===== config.mk =====
export PLATFORM = sky130hd
export DESIGN_NAME = r2fft2d_ctrl
export DESIGN_NICKNAME = d
export VERILOG_FILES = /design/src/rtl/r2fft2d_pkg.sv /design/src/rtl/r2fft2d_ctrl.sv
export VERILOG_INCLUDE_DIRS = /design/src /design/src/rtl
export SDC_FILE = /design/constraint.sdc
export NUM_CORES = 1
export LEC_CHECK = 0
export ABC_CLOCK_PERIOD_IN_PS = 1600
export BUFFER_PORTS_ARGS = -buffer_cell sky130_fd_sc_hd__buf_2
export CAP_MARGIN = 15
export CORE_MARGIN = 3
export CORE_UTILIZATION = 40
export CTS_CLUSTER_DIAMETER = 80
export DETAILED_ROUTE_END_ITERATION = 8
export GPL_ROUTABILITY_DRIVEN = 0
export PLACE_DENSITY_LB_ADDON = 0.25
export SYNTH_ARGS = -nofsm -noshare
export SYNTH_HDL_FRONTEND = slang
export SYNTH_SLANG_ARGS = --single-unit

===== constraint.sdc =====
create_clock -name i_clk -period 1.6 [get_ports i_clk]
set_input_delay 0.08 -clock i_clk [delete_from_list [all_inputs] [get_ports i_clk]]
set_output_delay 0.08 -clock i_clk [all_outputs]
set_load 0.05 [all_outputs]

===== src/rtl/radix2_fft_2d_core_assert.svh =====
// Assertion macros used by the core's controller.
`ifndef RADIX2_FFT_2D_CORE_ASSERT_SVH
`define RADIX2_FFT_2D_CORE_ASSERT_SVH

// The consequent must hold in the same cycle as the antecedent.
`define R2F_ASSERT_NOW(label, clk, rst_n, ante, cons) \
    label: assert property (@(posedge clk) disable iff (!rst_n) (ante) |-> (cons)) \
        else $error("radix2_fft_2d_core: same-cycle check failed");

// The consequent must hold in the cycle after the antecedent.
`define R2F_ASSERT_NEXT(label, clk, rst_n, ante, cons) \
    label: assert property (@(posedge clk) disable iff (!rst_n) (ante) |=> (cons)) \
        else $error("radix2_fft_2d_core: next-cycle check failed");

`endif


===== src/rtl/r2fft2d_pkg.sv =====
package r2fft2d_pkg;

    // Request codes.
    localparam logic [1:0] MODE_LOAD = 2'd0;
    localparam logic [1:0] MODE_RUN  = 2'd1;
    localparam logic [1:0] MODE_READ = 2'd2;

    // Widest grid address and stage index the core supports.
    localparam int ADDR_MAX_W  = 20;
    localparam int STAGE_MAX_W = 4;

    localparam logic [63:0] HALF_PI_Q30 = 64'd1686629713;
    localparam logic [63:0] ONE_Q30     = 64'd1073741824;
    localparam logic signed [63:0] SNAP_Q30 = 64'sd10738;

    // Commands from the controller to the datapath.
    typedef struct packed {
        logic                   bfly_issue;
        logic                   scale_issue;
        logic                   col_pass;
        logic                   src_swap;
        logic [STAGE_MAX_W-1:0] stage;
        logic [ADDR_MAX_W-1:0]  point;
        logic                   host_wr;
        logic                   host_rd;
        logic                   host_oob;
        logic [ADDR_MAX_W-1:0]  host_addr;
    } t_cmd;

    // Small magnitudes of a twiddle are forced to zero.
    function automatic logic [31:0] snap_q30(input logic signed [63:0] v);
        logic [31:0] res;
        res = ((v > -SNAP_Q30) && (v < SNAP_Q30)) ? 32'd0 : v[31:0];
        return res;
    endfunction

    // Twiddle of k/2^lg of a full turn: {sin, cos} in Q2.30, Taylor series.
    function automatic logic [63:0] sincos_q30(input int unsigned k, input int unsigned lg);
        logic [63:0] k4, quad, r, theta, t2, st, ct;
        logic signed [63:0] s, c;
        logic [31:0] sv, cv;
        k4    = (64'(k) * 64'd4) & ((64'd4 << lg) - 64'd1);
        quad  = k4 >> lg;
        r     = (k4 & ((64'd1 << lg) - 64'd1)) << (30 - lg);
        theta = (r * HALF_PI_Q30) >> 30;
        t2    = (theta * theta) >> 30;
        st    = theta;
        ct    = ONE_Q30;
        s     = $signed(theta);
        c     = $signed(ONE_Q30);
        st = ((st * t2) >> 30) / 64'd6;   ct = ((ct * t2) >> 30) / 64'd2;
        s = s - $signed(st); c = c - $signed(ct);
        st = ((st * t2) >> 30) / 64'd20;  ct = ((ct * t2) >> 30) / 64'd12;
        s = s + $signed(st); c = c + $signed(ct);
        st = ((st * t2) >> 30) / 64'd42;  ct = ((ct * t2) >> 30) / 64'd30;
        s = s - $signed(st); c = c - $signed(ct);
        st = ((st * t2) >> 30) / 64'd72;  ct = ((ct * t2) >> 30) / 64'd56;
        s = s + $signed(st); c = c + $signed(ct);
        st = ((st * t2) >> 30) / 64'd110; ct = ((ct * t2) >> 30) / 64'd90;
        s = s - $signed(st); c = c - $signed(ct);
        st = ((st * t2) >> 30) / 64'd156; ct = ((ct * t2) >> 30) / 64'd132;
        s = s + $signed(st); c = c + $signed(ct);
        st = ((st * t2) >> 30) / 64'd210; ct = ((ct * t2) >> 30) / 64'd182;
        s = s - $signed(st); c = c - $signed(ct);
        st = ((st * t2) >> 30) / 64'd272; ct = ((ct * t2) >> 30) / 64'd240;
        s = s + $signed(st); c = c + $signed(ct);
        st = ((st * t2) >> 30) / 64'd342; ct = ((ct * t2) >> 30) / 64'd306;
        s = s - $signed(st); c = c - $signed(ct);
        st = ((st * t2) >> 30) / 64'd420; ct = ((ct * t2) >> 30) / 64'd380;
        s = s + $signed(st); c = c + $signed(ct);
        case (quad)
            64'd0: begin
                sv = snap_q30(s);  cv = snap_q30(c);
            end
            64'd1: begin
                sv = snap_q30(c);  cv = snap_q30(-s);
            end
            64'd2: begin
                sv = snap_q30(-s); cv = snap_q30(-c);
            end
            default: begin
                sv = snap_q30(-c); cv = snap_q30(s);
            end
        endcase
        return {sv, cv};
    endfunction

endpackage


===== src/rtl/r2fft2d_ctrl.sv =====
`include "radix2_fft_2d_core_assert.svh"

module r2fft2d_ctrl #(
    parameter int LOG_GRID_SIZE = 6
) (
    input  logic                  i_clk,
    input  logic                  i_rst_n,
    input  logic                  start,
    output logic                  busy,
    input  logic [1:0]            i_mode,
    input  logic [11:0]           i_grid_index,
    output r2fft2d_pkg::t_cmd     o_cmd,
    output logic                  o_valid,
    output logic                  o_done_res
);
    localparam int IW    = 2 * LOG_GRID_SIZE;
    localparam int CELLS = 1 << IW;
    localparam int SW    = $clog2(LOG_GRID_SIZE);

    typedef enum logic [2:0] {S_IDLE, S_BFLY, S_BDRAIN, S_SCALE, S_SDRAIN} t_state;

    t_state          r_state;
    logic [IW-1:0]   r_point;
    logic [SW-1:0]   r_stage;
    logic            r_col;
    logic [1:0]      r_drain;
    logic            r_buffer_select;
    logic            r_out_valid;
    logic            r_done;
    logic            accept;
    logic            oob;
    logic [IW+11:0]  idx_ext;

    assign busy    = (r_state != S_IDLE);
    assign accept  = start && !busy;
    assign oob     = (32'(i_grid_index) >= 32'(CELLS));
    assign idx_ext = (IW + 12)'(i_grid_index);

    // Commands to the datapath.
    always_comb begin
        o_cmd.bfly_issue  = (r_state == S_BFLY);
        o_cmd.scale_issue = (r_state == S_SCALE);
        o_cmd.col_pass    = r_col;
        o_cmd.src_swap    = !r_buffer_select;
        o_cmd.stage       = r2fft2d_pkg::STAGE_MAX_W'(r_stage);
        o_cmd.point       = r2fft2d_pkg::ADDR_MAX_W'(r_point);
        o_cmd.host_wr     = accept && (i_mode == r2fft2d_pkg::MODE_LOAD) && !oob;
        o_cmd.host_rd     = accept && (i_mode == r2fft2d_pkg::MODE_READ);
        o_cmd.host_oob    = oob;
        o_cmd.host_addr   = r2fft2d_pkg::ADDR_MAX_W'(idx_ext[IW-1:0]);
    end

    assign o_valid    = r_out_valid;
    assign o_done_res = r_done;

    // Sequencer: stages of butterflies, each followed by a pipeline drain, then scaling.
    always_ff @(posedge i_clk) begin
        if (!i_rst_n) begin
            r_state         <= S_IDLE;
            r_point         <= '0;
            r_stage         <= '0;
            r_col           <= 1'b0;
            r_drain         <= '0;
            r_buffer_select <= 1'b0;
            r_out_valid     <= 1'b0;
            r_done          <= 1'b0;
        end else begin
            r_out_valid <= 1'b0;
            r_done      <= 1'b0;
            case (r_state)
                S_IDLE: begin
                    if (start) begin
                        case (i_mode)
                            r2fft2d_pkg::MODE_RUN: begin
                                r_state         <= S_BFLY;
                                r_point         <= '0;
                                r_stage         <= '0;
                                r_col           <= 1'b0;
                                r_buffer_select <= ~r_buffer_select;
                            end
                            r2fft2d_pkg::MODE_READ: begin
                                r_out_valid <= 1'b1;
                            end
                            default: begin
                            end
                        endcase
                    end
                end
                S_BFLY: begin
                    r_point <= r_point + 1'b1;
                    if (&r_point) begin
                        r_state <= S_BDRAIN;
                        r_drain <= '0;
                    end
                end
                S_BDRAIN: begin
                    r_drain <= r_drain + 1'b1;
                    if (&r_drain) begin
                        r_point <= '0;
                        if (r_stage == SW'(LOG_GRID_SIZE - 1)) begin
                            r_stage <= '0;
                            if (r_col) begin
                                r_state <= S_SCALE;
                            end else begin
                                r_col           <= 1'b1;
                                r_state         <= S_BFLY;
                                r_buffer_select <= ~r_buffer_select;
                            end
                        end else begin
                            r_stage         <= r_stage + 1'b1;
                            r_state         <= S_BFLY;
                            r_buffer_select <= ~r_buffer_select;
                        end
                    end
                end
                S_SCALE: begin
                    r_point <= r_point + 1'b1;
                    if (&r_point) begin
                        r_state <= S_SDRAIN;
                        r_drain <= '0;
                    end
                end
                S_SDRAIN: begin
                    r_drain <= r_drain + 1'b1;
                    if (&r_drain) begin
                        r_state     <= S_IDLE;
                        r_out_valid <= 1'b1;
                        r_done      <= 1'b1;
                    end
                end
                default: begin
                    r_state <= S_IDLE;
                end
            endcase
        end
    end

    // A done result only appears once the sequencer is back to idle.
    `R2F_ASSERT_NOW(a_done_idle, i_clk, i_rst_n, r_done, r_out_valid && (r_state == S_IDLE))
    // A read is answered in the next cycle, never as a done result.
    `R2F_ASSERT_NEXT(a_read_answer, i_clk, i_rst_n, o_cmd.host_rd, r_out_valid && !r_done)
    // An accepted run request moves the sequencer to the butterfly state, which makes the block busy.
    `R2F_ASSERT_NEXT(a_run_busy, i_clk, i_rst_n,
        accept && (i_mode == r2fft2d_pkg::MODE_RUN), busy && (r_state == S_BFLY))
    // Host writes and reads never overlap a transform.
    `R2F_ASSERT_NOW(a_host_quiet, i_clk, i_rst_n, o_cmd.host_wr || o_cmd.host_rd,
        !o_cmd.bfly_issue && !o_cmd.scale_issue)

endmodule


==> out/metrics.csv <==
stage;metric;value;unit
yosys;netlist_top_cells_area;sky130_fd_sc_hd__dfxtp_1, sky130_fd_sc_hd__buf_4, sky130_fd_sc_hd__o21ai_0;
timing;final.setup.worst_slack;-77.3;ps
yosys;ys_top_cells_by_count;sky130_fd_sc_hd__buf_4, sky130_fd_sc_hd__dfxtp_1, sky130_fd_sc_hd__nand2_1;
power;vdd_drop_max;0.000344;V
floorplan;die_width;67.4;µm
placement;dp_worst_setup_slack;-11.6;ps
clock_network;cts_buffers;3;
yosys;synth.cell_area;0.00151;mm²
layout;fin_cells;260;
layout;antenna_cells_inserted;0;
yosys;synthesis.area_per_instance;7.99;µm²
floorplan;die_area;0.00455;mm²
floorplan;start_util;43.2;%
yosys;ys_async_sr_fraction;0;%
global_route;grt_antenna_before_repair;0;
layout;finalInstanceArea;0.00180;mm²
routing;detailedRoute.firstIterationViolations;58;
clock_network;cts.clk_slew.worst_paths;90;ps
timing;finalCritPeriodShare;105;%
power;power.density;785;mW/mm²
timing;fin_skew;5.16;ps
yosys;yosys_warnings;0;
clock_network;tritoncts;done;
clock_network;insertion_delay_to_the_later_sink_of_the_worst_skew_pair;270;ps
routing;routedWlPerCell;12.0;µm
worst_setup_path;end_kind;output port;
global_route;grt_pass1_vias;1085;
global_route;global_route_wire_length_before_repair;4820;µm
yosys;synthDominantAreaCellType;sky130_fd_sc_hd__dfxtp_1;
floorplan;placeable_core_region;0.00349;mm²
layout;syn2layout_area_growth;18.9;%
routing;via_per_inst;4.95;
yosys;synth_sequential_area_ratio;31.8;%
routing;drt_pre_antenna_iters;4;
yosys;post_synth_edffs;0;
outcome;violated_checks;setup timing;
routing;via_count;1287;
placement;place.detailed.hpwl;2220;µm
timing;hold_viol;0;
global_route;overflow;0;
floorplan;fp-row-count;21;
timing;total_count_of_max_transition_violations_in_the_final_report;0;
worst_setup_path;critPathLaunch;r_state[2];
global_route;global_route.usage.total;13.8;%
placement;place_inst;253;
yosys;ys.flop_type;sky130_fd_sc_hd__dfxtp_1;
routing;routed_wl;3110;µm
worst_setup_path;start_kind;flip-flop;
worst_setup_path;arrival;1600;ps
yosys;synth.lib_cells_used.distinct;47;
timing;fmaxAchievable;0.596;GHz
yosys;synth_top_cell_area_share;31.8;%
worst_setup_path;critical_path_required;1520;ps
clock_network;clockRootBuffer;sky130_fd_sc_hd__clkbuf_8;
timing;rsz0062_at_grt;yes;
clock_network;clock_sinks;24;
placement;port_buffers;28;
worst_setup_path;path_max_fanout;3;
worst_setup_path;path_class;reg -> out;
layout;nFillCells;346;
yosys;yosys_register_bits;24;
outcome;run_status;finished with violations;
yosys;synth_most_common_cell;sky130_fd_sc_hd__buf_4;
job;drv_cap;0;
timing;layout_min_cycle_time;1680;ps
worst_hold_path;hold_path_origin;i_grid_index[11];
layout;final_nets;234;
floorplan;ios;71;
routing;drcViolationCount;0;
clock_network;max-clock-path-buffers;2;
floorplan;die_height;67.4;µm
layout;drive_gt1_share;34.1;%
power;standby_leakage_power;0.777;nW
routing;postRouteAntennaNets;0;
yosys;synthCells;189;
timing;timing.final.setup_violations;4;
worst_hold_path;worst_hold_path_type;in -> out;
clock_network;cts_htree_levels;1;
global_route;largest_net_degree_at_the_start_of_global_routing;18;
worst_setup_path;r2r_start;r_state[2];
placement;detailed_place.area;0.00161;mm²
==> metrics by stage <==
| step | hold WS (ps) | power, mW | TNS (ps) | utilization (%) |
|---|---|---|---|---|
| floorplan | 236 | 0.930 | -36.7 | - |
| global placement | 160 | 0.853 | 0 | 46.2 |
| detailed placement | 160 | 0.855 | -11.6 | 46.2 |
| CTS | 160 | 1.41 | -197 | 49.7 |
| global route | 160 | 1.46 | -507 | 51.4 |
| finish | 160 | 1.41 | -180 | 51.4 |
==> final cells by class <==
class / count / area [µm²] / area share (%)
timing repair buffer: 42 / 275 / 15.3
clock inverter: 1 / 30.0 / 1.67
sequential: 24 / 508 / 28.3
clock buffer: 3 / 41.3 / 2.30
tap: 46 / 57.6 / 3.21
inverter: 6 / 22.5 / 1.25
multi-input combinational: 138 / 861 / 47.9
==> report_power, final <==
part           internal (mW)  switching (mW)
clock                  0.335           0.207
sequential             0.598         0.00535
combinational         0.0663           0.198
total                  0.999           0.410
==> layout by cell type (no fill, tap or decap), types with 2 or more instances in the layout <==
cell type and instances:
sky130_fd_sc_hd__nand4_1 3, sky130_fd_sc_hd__inv_1 5, sky130_fd_sc_hd__and2_1 3, sky130_fd_sc_hd__conb_1 18, sky130_fd_sc_hd__dfxtp_2 10, sky130_fd_sc_hd__buf_6 4
sky130_fd_sc_hd__or3_1 9, sky130_fd_sc_hd__nand3_1 7, sky130_fd_sc_hd__nor2b_1 5, sky130_fd_sc_hd__a21boi_0 2, sky130_fd_sc_hd__nand2b_1 4, sky130_fd_sc_hd__mux2i_1 2
sky130_fd_sc_hd__buf_4 11, sky130_fd_sc_hd__nor2_1 8, sky130_fd_sc_hd__buf_2 25, sky130_fd_sc_hd__nor3_1 3, sky130_fd_sc_hd__o21ai_2 2, sky130_fd_sc_hd__a21oi_2 2
sky130_fd_sc_hd__nand2_1 14, sky130_fd_sc_hd__clkbuf_8 3, sky130_fd_sc_hd__dfxtp_4 4, sky130_fd_sc_hd__o21ai_1 2, sky130_fd_sc_hd__a21o_1 2, sky130_fd_sc_hd__and3b_1 2
sky130_fd_sc_hd__o21ai_0 12, sky130_fd_sc_hd__o22ai_1 3, sky130_fd_sc_hd__a21oi_1 8, sky130_fd_sc_hd__dfxtp_1 10
==> layer usage <==
| metal | routed length (µm) | global-route usage, % |
|---|---|---|
| met3 | 190 | 2.16 |
| met2 | 1300 | 20.6 |
| met4 | 59 | 7.09 |
| met5 | 0 | 0 |
| met1 | 1560 | 19.2 |
==> timing repair <==
| action | CTS | global route |
|---|---|---|
| hold buffers | 0 | 0 |
| pin swaps | 3 | 2 |
| gates resized for setup | 11 | 14 |
| setup endpoints to repair | 4 | 16 |
| gates cloned | 0 | 0 |
| buffers inserted | 2 | 1 |
==> cells by family after synthesis <==
family	synth area share (%)
fa+ha+maj	1.66
xor+xnor	1.16
buf+inv	19.2
other cells	0.248
mux	1.33
compound gates	18.4
flops	31.8
simple gates	26.2
==> worst paths after layout <==
kind	end	cells past startpoint	slack, ps
hold reg to reg	r_buffer_select	2	470
setup / recovery	o_cmd[21]	6	-80
hold / removal	o_cmd[11]	0	160
setup reg to reg	r_stage[1]	5	-40
==> flip-flops by register name, indices dropped and copies added (netlist names) <==
signal	count
r_point	12
r_stage	3
r_state	3
r_drain	2
o_done_res	1
o_valid	1
r_buffer_select	1
r_col	1
==> critical path: stages, from the launching register on <==
cell and delay (ps):
sky130_fd_sc_hd__dfxtp_2 330, sky130_fd_sc_hd__or4b_4 530, sky130_fd_sc_hd__buf_6 140, sky130_fd_sc_hd__nor2_4 70, sky130_fd_sc_hd__nand2_2 60, sky130_fd_sc_hd__inv_2 50, sky130_fd_sc_hd__buf_8 130
No activity file was read; power rests on OpenSTA's default activity.
